$ cat src/rtl/rvsi_pkg.sv
// Package for the robot velocity slew integrator.
// Holds widths, item kinds, sequencer states and the item and result structs.
// No dependencies.
`default_nettype none

package rvsi_pkg;

  localparam int COORD_BITS = 32;
  localparam int CMD_W      = 32;
  localparam int ANG_W      = 16;
  localparam int STEP_W     = 24;
  localparam int MAG_W      = COORD_BITS + 1;
  localparam int SUM_W      = 2 * MAG_W;
  localparam int REM_W      = MAG_W + 1;
  localparam int SHR_W      = MAG_W + 3;
  localparam int QUO_W      = STEP_W + 1;
  localparam int DVD_W      = MAG_W + STEP_W;
  localparam int MULA_W     = (MAG_W > CMD_W) ? MAG_W : CMD_W;
  localparam int PROD_W     = MULA_W + CMD_W;
  localparam int ALU_W      = SUM_W;
  localparam int CNT_MAX    = (MAG_W > QUO_W) ? MAG_W : QUO_W;
  localparam int CNT_W      = $clog2(CNT_MAX);

  localparam logic [CMD_W-1:0]  RECIP10    = 32'hCCCC_CCCD;
  localparam int                RECIP_SH   = 35;
  localparam logic [STEP_W-1:0] STEP_RESET = 24'd3277;

  localparam logic [1:0] KIND_TICK   = 2'd0;
  localparam logic [1:0] KIND_MOVE   = 2'd1;
  localparam logic [1:0] KIND_SETPOS = 2'd2;

  typedef enum logic [3:0] {
    ST_IDLE,
    ST_TICK,
    ST_SQ,
    ST_RINIT,
    ST_ROOT,
    ST_CHECK,
    ST_MUL,
    ST_DINIT,
    ST_DIV,
    ST_APPLY,
    ST_MV_X,
    ST_MV_Y,
    ST_MV_END,
    ST_DONE
  } state_t;

  typedef struct packed {
    logic [1:0]              kind;
    logic signed [CMD_W-1:0] cmd_vel_x;
    logic signed [CMD_W-1:0] cmd_vel_y;
    logic signed [ANG_W-1:0] cmd_ang_rate;
    logic signed [CMD_W-1:0] set_pos_x;
    logic signed [CMD_W-1:0] set_pos_y;
  } cmd_t;

  typedef struct packed {
    logic signed [CMD_W-1:0] pos_x;
    logic signed [CMD_W-1:0] pos_y;
    logic signed [CMD_W-1:0] vel_x;
    logic signed [CMD_W-1:0] vel_y;
    logic signed [ANG_W-1:0] heading;
  } res_t;

endpackage

`default_nettype wire

$ cat src/rtl/rvsi_alu.sv
// Shared add/subtract unit of the slew integrator.
// Serves the square accumulation, the square root and the division steps; uses rvsi_pkg.
`default_nettype none

module rvsi_alu (
  input  wire logic [rvsi_pkg::ALU_W-1:0] a,
  input  wire logic [rvsi_pkg::ALU_W-1:0] b,
  input  wire logic                       sub,
  output logic      [rvsi_pkg::ALU_W-1:0] res,
  output logic                            cout
);

  logic [rvsi_pkg::ALU_W-1:0] b_op;

  always_comb begin
    b_op        = sub ? ~b : b;
    {cout, res} = {1'b0, a} + {1'b0, b_op} + {{rvsi_pkg::ALU_W{1'b0}}, sub};
  end

endmodule

`default_nettype wire

$ cat src/rtl/rvsi_core.sv
// Sequencer, motion state and working registers of the slew integrator.
// Drives rvsi_alu step by step and one shared multiplier; uses rvsi_pkg.
`default_nettype none

module rvsi_core (
  input  wire logic                         clk,
  input  wire logic                         rst,
  input  wire logic [rvsi_pkg::STEP_W-1:0]  accel_step,
  input  wire logic                         start,
  output logic                              ready,
  input  wire rvsi_pkg::cmd_t               cmd,
  output logic                              res_valid,
  input  wire logic                         res_ready,
  output rvsi_pkg::res_t                    res
);

  localparam int CW = rvsi_pkg::COORD_BITS;
  localparam int MW = rvsi_pkg::MAG_W;
  localparam logic [rvsi_pkg::CNT_W-1:0] SQ_LAST  = rvsi_pkg::CNT_W'(rvsi_pkg::MAG_W - 1);
  localparam logic [rvsi_pkg::CNT_W-1:0] DIV_LAST = rvsi_pkg::CNT_W'(rvsi_pkg::QUO_W - 1);

  rvsi_pkg::state_t state, state_next;

  logic signed [CW-1:0]             pos [2];
  logic signed [CW-1:0]             vel [2];
  logic signed [CW-1:0]             tgt [2];
  logic [rvsi_pkg::ANG_W-1:0]       orient;
  logic [rvsi_pkg::ANG_W-1:0]       turn;
  logic [rvsi_pkg::CNT_W-1:0]       cnt;
  logic                             sel;

  logic signed [rvsi_pkg::CMD_W-1:0] cvx, cvy;
  logic [MW-1:0]                    mag [2];
  logic                             neg [2];
  logic [rvsi_pkg::SUM_W-1:0]       acc, mcand, rad;
  logic [MW-1:0]                    mplier;
  logic [rvsi_pkg::REM_W-1:0]       rem;
  logic [MW-1:0]                    root;
  logic [rvsi_pkg::PROD_W-1:0]      prod;
  logic [MW-1:0]                    drem;
  logic [rvsi_pkg::QUO_W-1:0]       qsh, quo;

  logic signed [MW-1:0]             dif   [2];
  logic [MW-1:0]                    mag_c [2];
  logic                             neg_c [2];
  logic [rvsi_pkg::SHR_W-1:0]       rem_sh;
  logic [MW+1:0]                    trial_r;
  logic [MW:0]                      trial_d;
  logic [rvsi_pkg::ALU_W-1:0]       alu_a, alu_b, alu_res;
  logic                             alu_sub, alu_ge;
  logic [rvsi_pkg::MULA_W-1:0]      mul_a;
  logic [rvsi_pkg::CMD_W-1:0]       mul_b;
  logic [rvsi_pkg::PROD_W-1:0]      mul_res;
  logic [rvsi_pkg::CMD_W-1:0]       mag_cx, mag_cy, q10;
  logic signed [rvsi_pkg::CMD_W-1:0] q10_pos, q10_neg;
  logic [CW-1:0]                    quo_ext;
  logic                             root_lt_step;

  rvsi_alu u_alu (
    .a    (alu_a),
    .b    (alu_b),
    .sub  (alu_sub),
    .res  (alu_res),
    .cout (alu_ge)
  );

  always_comb begin
    for (int i = 0; i < 2; i++) begin
      dif[i]   = MW'(tgt[i]) - MW'(vel[i]);
      neg_c[i] = dif[i][MW-1];
      mag_c[i] = neg_c[i] ? MW'(-dif[i]) : MW'(dif[i]);
    end
    rem_sh  = {rem[rvsi_pkg::REM_W-1:0], rad[rvsi_pkg::SUM_W-1 -: 2]};
    trial_r = {root, 2'b01};
    trial_d = {drem, qsh[rvsi_pkg::QUO_W-1]};
    mag_cx  = cvx[rvsi_pkg::CMD_W-1] ? rvsi_pkg::CMD_W'(-cvx) : rvsi_pkg::CMD_W'(cvx);
    mag_cy  = cvy[rvsi_pkg::CMD_W-1] ? rvsi_pkg::CMD_W'(-cvy) : rvsi_pkg::CMD_W'(cvy);
    q10     = rvsi_pkg::CMD_W'(prod >> rvsi_pkg::RECIP_SH);
    q10_pos = $signed(q10);
    q10_neg = -$signed(q10);
    quo_ext = CW'(quo);
    root_lt_step = {{rvsi_pkg::STEP_W{1'b0}}, root} < {{MW{1'b0}}, accel_step};
  end

  always_comb begin
    unique case (state)
      rvsi_pkg::ST_ROOT: begin
        alu_a   = rvsi_pkg::ALU_W'(rem_sh);
        alu_b   = rvsi_pkg::ALU_W'(trial_r);
        alu_sub = 1'b1;
      end
      rvsi_pkg::ST_DIV: begin
        alu_a   = rvsi_pkg::ALU_W'(trial_d);
        alu_b   = rvsi_pkg::ALU_W'(root);
        alu_sub = 1'b1;
      end
      default: begin
        alu_a   = acc;
        alu_b   = mcand;
        alu_sub = 1'b0;
      end
    endcase
  end

  always_comb begin
    unique case (state)
      rvsi_pkg::ST_MV_X: begin
        mul_a = rvsi_pkg::MULA_W'(mag_cy);
        mul_b = rvsi_pkg::RECIP10;
      end
      rvsi_pkg::ST_MV_Y: begin
        mul_a = rvsi_pkg::MULA_W'(mag_cx);
        mul_b = rvsi_pkg::RECIP10;
      end
      default: begin
        mul_a = rvsi_pkg::MULA_W'(mag[sel]);
        mul_b = rvsi_pkg::CMD_W'(accel_step);
      end
    endcase
    mul_res = {{(rvsi_pkg::PROD_W - rvsi_pkg::MULA_W){1'b0}}, mul_a}
            * {{(rvsi_pkg::PROD_W - rvsi_pkg::CMD_W){1'b0}}, mul_b};
  end

  always_ff @(posedge clk) begin
    if (rst) begin
      state <= rvsi_pkg::ST_IDLE;
    end else begin
      state <= state_next;
    end
  end

  always_comb begin
    state_next = state;
    ready      = 1'b0;
    res_valid  = 1'b0;
    unique case (state)
      rvsi_pkg::ST_IDLE: begin
        ready = 1'b1;
        if (start) begin
          case (cmd.kind)
            rvsi_pkg::KIND_TICK: state_next = rvsi_pkg::ST_TICK;
            rvsi_pkg::KIND_MOVE: state_next = rvsi_pkg::ST_MV_X;
            default:             state_next = rvsi_pkg::ST_DONE;
          endcase
        end
      end
      rvsi_pkg::ST_TICK:  state_next = rvsi_pkg::ST_SQ;
      rvsi_pkg::ST_SQ: begin
        if (cnt == SQ_LAST && sel) state_next = rvsi_pkg::ST_RINIT;
      end
      rvsi_pkg::ST_RINIT: state_next = rvsi_pkg::ST_ROOT;
      rvsi_pkg::ST_ROOT: begin
        if (cnt == SQ_LAST) state_next = rvsi_pkg::ST_CHECK;
      end
      rvsi_pkg::ST_CHECK: begin
        if (root_lt_step || root == '0) state_next = rvsi_pkg::ST_DONE;
        else                             state_next = rvsi_pkg::ST_MUL;
      end
      rvsi_pkg::ST_MUL:   state_next = rvsi_pkg::ST_DINIT;
      rvsi_pkg::ST_DINIT: state_next = rvsi_pkg::ST_DIV;
      rvsi_pkg::ST_DIV: begin
        if (cnt == DIV_LAST) state_next = rvsi_pkg::ST_APPLY;
      end
      rvsi_pkg::ST_APPLY: state_next = sel ? rvsi_pkg::ST_DONE : rvsi_pkg::ST_MUL;
      rvsi_pkg::ST_MV_X:  state_next = rvsi_pkg::ST_MV_Y;
      rvsi_pkg::ST_MV_Y:  state_next = rvsi_pkg::ST_MV_END;
      rvsi_pkg::ST_MV_END: state_next = rvsi_pkg::ST_DONE;
      rvsi_pkg::ST_DONE: begin
        res_valid = 1'b1;
        if (res_ready) state_next = rvsi_pkg::ST_IDLE;
      end
      default: state_next = rvsi_pkg::ST_IDLE;
    endcase
  end

  always_ff @(posedge clk) begin
    if (rst) begin
      for (int i = 0; i < 2; i++) begin
        pos[i] <= '0;
        vel[i] <= '0;
        tgt[i] <= '0;
      end
      orient <= '0;
      turn   <= '0;
      cnt    <= '0;
      sel    <= 1'b0;
    end else begin
      case (state)
        rvsi_pkg::ST_IDLE: begin
          if (start) begin
            case (cmd.kind)
              rvsi_pkg::KIND_MOVE: turn <= cmd.cmd_ang_rate;
              rvsi_pkg::KIND_SETPOS: begin
                pos[0] <= CW'(cmd.set_pos_x);
                pos[1] <= CW'(cmd.set_pos_y);
                vel[0] <= '0;
                vel[1] <= '0;
                turn   <= '0;
              end
              default: ;
            endcase
          end
        end
        rvsi_pkg::ST_TICK: begin
          pos[0] <= pos[0] + vel[0];
          pos[1] <= pos[1] + vel[1];
          orient <= orient + turn;
          cnt    <= '0;
          sel    <= 1'b0;
        end
        rvsi_pkg::ST_SQ: begin
          if (cnt == SQ_LAST) begin
            cnt <= '0;
            sel <= 1'b1;
          end else begin
            cnt <= cnt + 1'b1;
          end
        end
        rvsi_pkg::ST_RINIT: cnt <= '0;
        rvsi_pkg::ST_ROOT:  cnt <= cnt + 1'b1;
        rvsi_pkg::ST_CHECK: begin
          sel <= 1'b0;
          if (root_lt_step) begin
            vel[0] <= tgt[0];
            vel[1] <= tgt[1];
          end
        end
        rvsi_pkg::ST_DINIT: cnt <= '0;
        rvsi_pkg::ST_DIV:   cnt <= cnt + 1'b1;
        rvsi_pkg::ST_APPLY: begin
          if (neg[sel]) vel[sel] <= vel[sel] - $signed(quo_ext);
          else          vel[sel] <= vel[sel] + $signed(quo_ext);
          sel <= 1'b1;
        end
        rvsi_pkg::ST_MV_Y: begin
          tgt[0] <= cvy[rvsi_pkg::CMD_W-1] ? CW'(q10_pos) : CW'(q10_neg);
        end
        rvsi_pkg::ST_MV_END: begin
          tgt[1] <= cvx[rvsi_pkg::CMD_W-1] ? CW'(q10_neg) : CW'(q10_pos);
        end
        default: ;
      endcase
    end
  end

  always_ff @(posedge clk) begin
    case (state)
      rvsi_pkg::ST_IDLE: begin
        if (start) begin
          cvx <= cmd.cmd_vel_x;
          cvy <= cmd.cmd_vel_y;
        end
      end
      rvsi_pkg::ST_TICK: begin
        mag[0] <= mag_c[0];
        mag[1] <= mag_c[1];
        neg[0] <= neg_c[0];
        neg[1] <= neg_c[1];
        acc    <= '0;
        mcand  <= rvsi_pkg::SUM_W'(mag_c[0]);
        mplier <= mag_c[0];
      end
      rvsi_pkg::ST_SQ: begin
        if (mplier[0]) acc <= alu_res;
        if (cnt == SQ_LAST && !sel) begin
          mcand  <= rvsi_pkg::SUM_W'(mag[1]);
          mplier <= mag[1];
        end else begin
          mcand  <= mcand << 1;
          mplier <= mplier >> 1;
        end
      end
      rvsi_pkg::ST_RINIT: begin
        rad  <= acc;
        rem  <= '0;
        root <= '0;
      end
      rvsi_pkg::ST_ROOT: begin
        rad <= rad << 2;
        if (alu_ge) begin
          rem  <= alu_res[rvsi_pkg::REM_W-1:0];
          root <= {root[MW-2:0], 1'b1};
        end else begin
          rem  <= rem_sh[rvsi_pkg::REM_W-1:0];
          root <= {root[MW-2:0], 1'b0};
        end
      end
      rvsi_pkg::ST_MUL, rvsi_pkg::ST_MV_X, rvsi_pkg::ST_MV_Y: prod <= mul_res;
      rvsi_pkg::ST_DINIT: begin
        drem <= MW'(prod[rvsi_pkg::DVD_W-1:rvsi_pkg::QUO_W]);
        qsh  <= prod[rvsi_pkg::QUO_W-1:0];
        quo  <= '0;
      end
      rvsi_pkg::ST_DIV: begin
        qsh <= qsh << 1;
        quo <= {quo[rvsi_pkg::QUO_W-2:0], alu_ge};
        if (alu_ge) drem <= alu_res[MW-1:0];
        else        drem <= trial_d[MW-1:0];
      end
      default: ;
    endcase
  end

  always_comb begin
    res.pos_x   = rvsi_pkg::CMD_W'(pos[0]);
    res.pos_y   = rvsi_pkg::CMD_W'(pos[1]);
    res.vel_x   = rvsi_pkg::CMD_W'(vel[0]);
    res.vel_y   = rvsi_pkg::CMD_W'(vel[1]);
    res.heading = orient;
  end

endmodule

`default_nettype wire

$ cat src/rtl/robot_velocity_slew_integrator.sv
// Robot velocity slew integrator: 2D position and velocity in Q16.16, 16-bit heading.
// Input item channel in_valid/in_ready, result channel out_valid/out_ready,
// one accel_step register written through cfg_we/cfg_wdata.
// Each accepted item (tick, move command, set position) yields one result item
// carrying the state after the item. An unused kind returns the state unchanged.
// A move command takes one reciprocal multiply per component; a tick either snaps
// the velocity to its target or slews it toward the target.
// A tick uses the shared add/subtract unit: two 33-step shift-add squarings,
// 33 square root steps and, when it slews, two 25-step divisions, each preceded
// by a multiply and a load step.
// One item is worked on at a time; in_ready is high only while the core is idle.
// A finished result sits in an output register, so the next item may be taken
// while the receiver stalls; the core then holds its result until the register
// frees. Reset clears all motion state, sets accel_step to 3277 and drops any
// pending result.
`default_nettype none

module robot_velocity_slew_integrator (
  input  wire logic                               clk,
  input  wire logic                               rst,
  input  wire logic                               cfg_we,
  input  wire logic [rvsi_pkg::STEP_W-1:0]        cfg_wdata,
  input  wire logic                               in_valid,
  output logic                                    in_ready,
  input  wire logic [1:0]                         kind,
  input  wire logic signed [rvsi_pkg::CMD_W-1:0]  cmd_vel_x,
  input  wire logic signed [rvsi_pkg::CMD_W-1:0]  cmd_vel_y,
  input  wire logic signed [rvsi_pkg::ANG_W-1:0]  cmd_ang_rate,
  input  wire logic signed [rvsi_pkg::CMD_W-1:0]  set_pos_x,
  input  wire logic signed [rvsi_pkg::CMD_W-1:0]  set_pos_y,
  output logic                                    out_valid,
  input  wire logic                               out_ready,
  output logic signed [rvsi_pkg::CMD_W-1:0]       pos_x,
  output logic signed [rvsi_pkg::CMD_W-1:0]       pos_y,
  output logic signed [rvsi_pkg::CMD_W-1:0]       vel_x,
  output logic signed [rvsi_pkg::CMD_W-1:0]       vel_y,
  output logic signed [rvsi_pkg::ANG_W-1:0]       heading
);

  logic [rvsi_pkg::STEP_W-1:0] accel_step;
  rvsi_pkg::cmd_t              cmd;
  rvsi_pkg::res_t              res;
  rvsi_pkg::res_t              out_r;
  logic                        res_valid;
  logic                        res_ready;

  always_ff @(posedge clk) begin
    if (rst) begin
      accel_step <= rvsi_pkg::STEP_RESET;
    end else if (cfg_we) begin
      accel_step <= cfg_wdata;
    end
  end

  always_comb begin
    cmd.kind         = kind;
    cmd.cmd_vel_x    = cmd_vel_x;
    cmd.cmd_vel_y    = cmd_vel_y;
    cmd.cmd_ang_rate = cmd_ang_rate;
    cmd.set_pos_x    = set_pos_x;
    cmd.set_pos_y    = set_pos_y;
  end

  rvsi_core u_core (
    .clk        (clk),
    .rst        (rst),
    .accel_step (accel_step),
    .start      (in_valid),
    .ready      (in_ready),
    .cmd        (cmd),
    .res_valid  (res_valid),
    .res_ready  (res_ready),
    .res        (res)
  );

  assign res_ready = !out_valid || out_ready;

  always_ff @(posedge clk) begin
    if (rst) begin
      out_valid <= 1'b0;
    end else if (res_ready) begin
      out_valid <= res_valid;
    end
  end

  always_ff @(posedge clk) begin
    if (res_valid && res_ready) begin
      out_r <= res;
    end
  end

  assign pos_x   = out_r.pos_x;
  assign pos_y   = out_r.pos_y;
  assign vel_x   = out_r.vel_x;
  assign vel_y   = out_r.vel_y;
  assign heading = out_r.heading;

endmodule

`default_nettype wire
$ cat config.mk
export PLATFORM = sky130hd
export DESIGN_NAME = robot_velocity_slew_integrator
export DESIGN_NICKNAME = d
export VERILOG_FILES = /design/src/rtl/rvsi_pkg.sv /design/src/rtl/rvsi_alu.sv /design/src/rtl/rvsi_core.sv /design/src/rtl/robot_velocity_slew_integrator.sv
export SDC_FILE = /design/constraint.sdc
export NUM_CORES = 2
export LEC_CHECK = 0
export ABC_CLOCK_PERIOD_IN_PS = 17400
export BUFFER_PORTS_ARGS = -buffer_cell sky130_fd_sc_hd__buf_2
export CORE_MARGIN = 2
export CORE_UTILIZATION = 50
export CTS_BUF_LIST = sky130_fd_sc_hd__clkbuf_4
export DETAILED_ROUTE_END_ITERATION = 10
export PLACE_DENSITY_LB_ADDON = 0.1
export SLEW_MARGIN = 20
export SYNTH_ARGS = -nofsm -noshare
export SYNTH_HDL_FRONTEND = slang
export SYNTH_SLANG_ARGS = --single-unit
$ cat constraint.sdc
create_clock -name clk -period 17.4 [get_ports clk]
set_clock_uncertainty 0.15 [all_clocks]
set_input_delay 0.87 -clock clk [delete_from_list [all_inputs] [get_ports clk]]
set_output_delay 0.87 -clock clk [all_outputs]
set_load 0.02 [all_outputs]
-- Word-level counts from Yosys, hierarchy flattened
Memory sizes are Yosys's and may differ from the RTL's. A register that Yosys moved wholly into a read port is not among the register bits.
Cells that the tools add are included.
- flip-flop bits (word level): 722
- bits in writable memories: 260
- bits of input ports: 175
- word-level logic and storage cells: 201
- memories kept: 5
- add/subtract/negate cells: 15
- multiply operators: 1
- $lt $le $gt $ge: 1
- equality and inequality tests: 24
- muxes and demuxes: 92
- bitwise gates (word level): 12
- reductions and logical operators: 27
- memories (name ; depth ; width ; read ports ; clocked after memory_dff ; write ports ; line ; text):
    u_core.mag ; 2 ; 33 ; 2 ; 1 ; 2 ; rvsi_core.sv:33 ; logic [MW-1:0] mag [2];
    u_core.pos ; 2 ; 32 ; 2 ; 0 ; 2 ; rvsi_core.sv:24 ; logic signed [CW-1:0] pos [2];
    u_core.tgt ; 2 ; 32 ; 2 ; 0 ; 2 ; rvsi_core.sv:26 ; logic signed [CW-1:0] tgt [2];
    u_core.vel ; 2 ; 32 ; 3 ; 1 ; 2 ; rvsi_core.sv:25 ; logic signed [CW-1:0] vel [2];
    u_core.neg ; 2 ; 1 ; 1 ; 1 ; 2 ; rvsi_core.sv:34 ; logic neg [2];
- operator list (cell ; count):
    $pmux 66 s2 ; 5
    $mux 32 ; 17
    $pmux 33 s2 ; 4
    $mux 66 ; 3
    $mux 33 ; 4
    $pmux 25 s2 ; 2
    $pmux 34 s2 ; 1
    $add 66x66->67 ; 1
    $add 67x1->67 ; 1
    $neg 33->33 ; 2
    $not 66->66 ; 1
    $sub 32x32->33 ; 2
    $mul 33x32->65 ; 1
    $add 32x32->32 ; 2
    $neg 32->32 ; 2
    $pmux 4 s14 ; 1
    $mux 1 ; 42
    $mux 34 ; 1
    $logic_not 33->1 ; 1
    $lt 33x24->1 ; 1
    $add 32x26->32 ; 1
    $neg 30->32 ; 1
    $pmux 16 s2 ; 1
    $reduce_or 32->1 ; 1
    other kinds (31) ; 74

-- Logic depth before layout (Yosys ltp)
- depth in word-level cells: 9
- depth in mapped cells: 39

-- Hierarchy
Synthesis repeated with hierarchy kept, for this count alone.
- cells, all modules: 8966
- area total of the unflattened synthesis: 87447.6 um^2
- by module, submodules not included (module ; times used ; cells an instance ; area an instance (um^2)):
    rvsi_core ; 1 ; 8047 ; 77504.3
    robot_velocity_slew_integrator ; 1 ; 227 ; 5248.8
    rvsi_alu ; 1 ; 692 ; 4694.5

-- Least setup slack after synthesis
Ideal clock, no wire load.
- path type: flip-flop to flip-flop
- from: register u_core.state[0]
- to: register out_r (netlist bit heading[0]), enable pin
- arrival time: 14.799 ns
- setup slack: 1.451 ns
- stages on the path, launching flop included: 5
- path buffers: 2
- period minus slack after synthesis: 15.949 ns
- path through: dfxtp_1 clkbuf_1 clkinv_1 clkbuf_1 nor4_1
- cells in the longest elaborated chain, start to end: 3
- RTL lines (element ; line ; text):
    start, declared ; rvsi_core.sv:22 ; rvsi_pkg::state_t state, state_next;
    start signal, assigned ; rvsi_core.sv:126 ; state <= rvsi_pkg::ST_IDLE;
    start signal, assigned ; rvsi_core.sv:128 ; state <= state_next;
    $eq 4x4->1 ; rvsi_core.sv:136 ; unique case (state)
    $mux 1 ; rvsi_core.sv:136 ;
    $logic_and 1x1->1 ; robot_velocity_slew_integrator.sv:87 ; if (res_valid && res_ready) begin
    end signal, assigned ; robot_velocity_slew_integrator.sv:88 ; out_r <= res;
    end, declared ; robot_velocity_slew_integrator.sv:43 ; rvsi_pkg::res_t out_r;
Every way passes these cells.
A chain may end at the register's enable or synchronous reset.

-- Worst setup path in the final report
- from: register u_core.cvx[4] (netlist name)
- to: register u_core.prod[58] (netlist name), data pin
- cells in the longest elaborated chain, start to end: 4
- RTL lines (element ; line ; text):
    start, declared ; rvsi_core.sv:32 ; logic signed [rvsi_pkg::CMD_W-1:0] cvx, cvy;
    start signal, assigned ; rvsi_core.sv:250 ; cvx <= cmd.cmd_vel_x;
    $neg 32->32 ; rvsi_core.sv:76 ; mag_cx = cvx[rvsi_pkg::CMD_W-1] ? rvsi_pkg::CMD_W'(-cvx) : rvsi_pkg::CMD_W'(cvx);
    $mux 32 (*) ; rvsi_core.sv:76 ;
    $pmux 33 s2 (*) ; rvsi_core.sv:106 ; unique case (state)
    $mul 33x32->65 (*) ; rvsi_core.sv:121 ; * {{(rvsi_pkg::PROD_W - rvsi_pkg::CMD_W){1'b0}}, mul_b};
    net u_core.mul_res, one bit ; rvsi_core.sv:53 ; logic [rvsi_pkg::PROD_W-1:0] mul_res;
    end signal, assigned ; rvsi_core.sv:288 ; rvsi_pkg::ST_MUL, rvsi_pkg::ST_MV_X, rvsi_pkg::ST_MV_Y: prod <= mul_res;
    end, declared ; rvsi_core.sv:39 ; logic [rvsi_pkg::PROD_W-1:0] prod;
The timed path passes the listed nets; every way through them passes the cells marked *.

==> key figures <==
Status
  • Status: completed

Logic synthesis
  • Synth cell types: 92
  • EDFF count, synth: around 900
  • Seq/Total Area, Yosys: 0.332
  • Ys async rst share: 0
  • Xor/xnor cell area share of the yosys netlist: 0.0437
  • Synth Area in Compound Gates: 0.124
  • Synthesized netlist cell count: 9,032
  • Simple-Gate Fraction of Synth Area: 0.158
  • Area share of fa/ha/maj cells after synthesis: 0.271
  • Most used DFF post-synth: edfxtp_1
  • Synth Area per Inst: between 9 and 10 sq um
  • Yosys warns: 0
  • Synth Cell Area: 86,800 sq um
  • Largest family of logic cells by synthesized area: adder cells
  • Post-synthesis mux area share: 0.00961
  • #FFs+latches synth: about 980

Clock tree
  • Num Clock Sinks: roughly 980
  • Clock transition at path regs: approximately 0.070 ns
  • CTS tree: built
  • Setup Fix Bufs, Post-CTS: 0
  • Clk buf depth: 4
  • CTS Buf Count: 294
  • Clk Latency, worst-skew pair: ~1.3 ns
  • H-tree levels: 5
  • CTS root buffer: clkbuf_4

Route
  • WL final: ~310,000 microns
  • Vias: 71,600
  • Drt first pass iters: 6
  • Post-route DRC: 0
  • Drt initial violations: about 7,200
  • Vias/cell: about 5.9
  • WL/cell: 26.1 microns
  • Post-route ant nets: 0

Worst setup path
  • CP startpoint: u_core.cvx[4]
  • Crit path largest cell delay: approximately 0.81 ns
  • Worst Path Arrival: 12.84 ns
  • R2R setup slack: around 5.4 ns
  • WP data required: between 15 and 20 ns
  • Worst Path Max Fanout: 13
  • CP Launch Type: flip-flop
  • CP endpoint kind: flip-flop
  • Most Frequent Cell on Critical Path: fa_1
  • Worst path slowest cell: o21ai_2
  • Crit Path Class: reg -> reg
  • FF-to-FF Start: u_core.cvx[4]

Global routing
  • Pin count of the biggest net entering global routing: 154
  • Number of global-route vias before repair: between 70,000 and 80,000
  • GRT Total Usage: 0.355
  • GR Overflow Total: 0
  • Antenna violations before repair: 16
  • First-pass GRT wire length: 462,000 microns

Timing
  • Post-route setup TNS: 0 ns
  • Slew HR: 0.176
  • Max Fclk: 83.3 MHz
  • Final hold viol count: 0
  • RSZ-0062 raised after global routing: false
  • Fin crit share: 0.690
  • Min Tclk post-route: around 12 ns
  • Endpoints failing setup: 0
  • Actual slew at the worst max-slew pin: 1.23 ns
  • Max Slew Vio Count: 0

Hold path
  • Hold Crit Start: rst
  • HP Class: in -> reg

Cells and area
  • Fillers: approximately 16,000
  • Share of cells above drive strength 1: 0.104
  • Fin nets: 11,100
  • P&R area growth vs syn: 11.1%
  • Post-route design area: ~96,000 sq um

Die
  • Die width: roughly 420 microns
  • I/O pin count: 321
  • Core outline area: approximately 170,000 sq um
  • Row cnt: around 150
  • Starting Density: 0.505
  • Die Height: 421 microns
  • Full die area: around 180,000 sq um

Placement
  • Placed Area: just over 90,000 sq um
  • Port Buf Inserts: 320
  • Routability cong.: roughly 1
  • DP Wirelength: between 200,000 and 250,000 microns

Flow run
  • Max Cap Viol: 0
## area by class of cell
type | count | area, sq um | area share
diodes | 13 | 32.5 | 0.000337
clock inverters | 79 | 500 | 0.00519
clock buffers | 402 | 3020 | 0.0313
well taps | 2310 | 2890 | 0.0300
repair buffers | 642 | 4490 | 0.0465
inverters | 1028 | 3860 | 0.0400
flip-flops and latches | 983 | 28800 | 0.299
multi-input cells | 6620 | 52800 | 0.548
## stage by stage
stage | cells | hold WS (ns) | util | setup WS (ns)
2_1_floorplan | 9034 | 0.279 | - | 1.45
3_3_place_gp | 11400 | 0.286 | 0.530 | 5.65
3_5_place_dp | 11400 | 0.293 | 0.530 | 5.50
4_1_cts | 12100 | 0.00191 | 0.560 | 5.51
5_1_grt | 12100 | 0.0356 | 0.561 | 4.97
6_report | 12100 | 0.0982 | 0.561 | 5.39
## cells in the mapped netlist, types with 31 or more instances
cell	n	area share
nand2_1	1068	0.046
inv_1	1022	0.044
nor2_1	976	0.042
edfxtp_1	914	0.32
fa_1	800	0.18
ha_1	596	0.086
a21oi_1	489	0.028
o21ai_0	373	0.022
clkbuf_1	370	0.016
xnor2_1	232	0.023
xor2_1	201	0.020
a21o_1	197	0.017
and2_1	167	0.012
nor3_1	147	0.0085
or3_1	124	0.0089
nand3_1	97	0.0056
nand2b_1	88	0.0063
and3_1	73	0.0053
mux2i_1	72	0.0083
a31oi_1	71	0.0051
dfxtp_1	69	0.016
a211oi_1	67	0.0058
a22o_1	62	0.0063
nor2b_1	55	0.0040
a22oi_1	53	0.0046
o21a_1	49	0.0042
o31ai_1	47	0.0041
nand4_1	46	0.0033
o211ai_1	39	0.0034
o21bai_1	38	0.0033
nor3b_1	31	0.0027
## flip-flops by register name (all words and copies together), names as in the netlist, 34 cells and up, named ones only
register      count
u_core.mag       66
u_core.rad       66
u_core.mcand     66
u_core.pos       64
u_core.acc       66
u_core.vel       64
u_core.tgt       64
u_core.rem       34
u_core.prod      65
## routing by layer
metal / GRT usage / share of wire / vias up
met3: 0.0728 / 0.091 / 780
met2: 0.540 / 0.44 / 3497
met4: 0.191 / 0.062 / 12
met5: 0 / 0.00031 / -
li1: - / - / 31900
met1: 0.476 / 0.41 / 35400
## layout by cell type (no fill, tap or decap), types with 17 or more instances in the layout
master | synthesis | layout
a211oi_1 | 67 | 67
a21boi_0 | 17 | 17
a21o_1 | 197 | 197
a21oi_1 | 489 | 488
a22o_1 | 62 | 62
a22oi_1 | 53 | 53
a31oi_1 | 71 | 71
and2_1 | 167 | 166
and3_1 | 73 | 73
buf_2 | 1 | 320
buf_4 | 0 | 150
clkbuf_4 | 0 | 402
clkinv_1 | 5 | 59
dfxtp_1 | 69 | 67
dlygate4sd3_1 | 0 | 169
edfxtp_1 | 914 | 914
fa_1 | 800 | 800
ha_1 | 596 | 596
inv_1 | 1022 | 1022
mux2i_1 | 72 | 70
nand2_1 | 1068 | 1056
nand2b_1 | 88 | 88
nand3_1 | 97 | 97
nand4_1 | 46 | 46
nor2_1 | 976 | 965
nor2b_1 | 55 | 55
nor3_1 | 147 | 143
nor3b_1 | 31 | 31
nor4_1 | 30 | 29
o211ai_1 | 39 | 39
o21a_1 | 49 | 49
o21ai_0 | 373 | 364
o21bai_1 | 38 | 36
o31ai_1 | 47 | 47
o41ai_1 | 20 | 19
or2_2 | 27 | 27
or3_1 | 124 | 123
xnor2_1 | 232 | 232
xor2_1 | 201 | 201
## critical path, delay by kind of cell (launching register included)
| family | cells | cell delay (ns) |
|---|---|---|
| simple gates | 10 | 3.27 |
| fa+ha+maj | 9 | 4.33 |
| flops | 1 | 0.44 |
| compound gates | 10 | 3.18 |
| buf+inv | 3 | 0.19 |
| xor+xnor | 1 | 0.18 |
## cells by family (layout without fill, tap and decap cells)
kind of cell               after synthesis  in the layout
buffers and inverters                 1431           2151
other                                    2             17
muxes                                   82             82
AOI/OAI and AO/OA                     1691           1691
and+or+nand+nor                       3014           3014
xor gates and xnor gates               433            433
DFF                                    983            983
adders and majority gates             1396           1396
## what timing repair did
| item | in CTS | in global routing |
|---|---|---|
| endpoints found under the hold margin | 170 | 0 |
| resized for setup | 0 | 0 |
| hold buffers | 169 | 0 |
| setup endpoints to repair | 0 | 0 |
## path summary, 6_finish.rpt
path | endpoint | cells after the start
setup reg to reg | u_core.prod[58] | 33
hold reg to reg | pos_y[27] | 0
hold / removal | u_core.turn[8] | 3
setup / recovery | u_core.prod[58] | 33
Power is not shown: default switching activity piles up to over one toggle a cycle in this logic, so the estimate is an artifact.
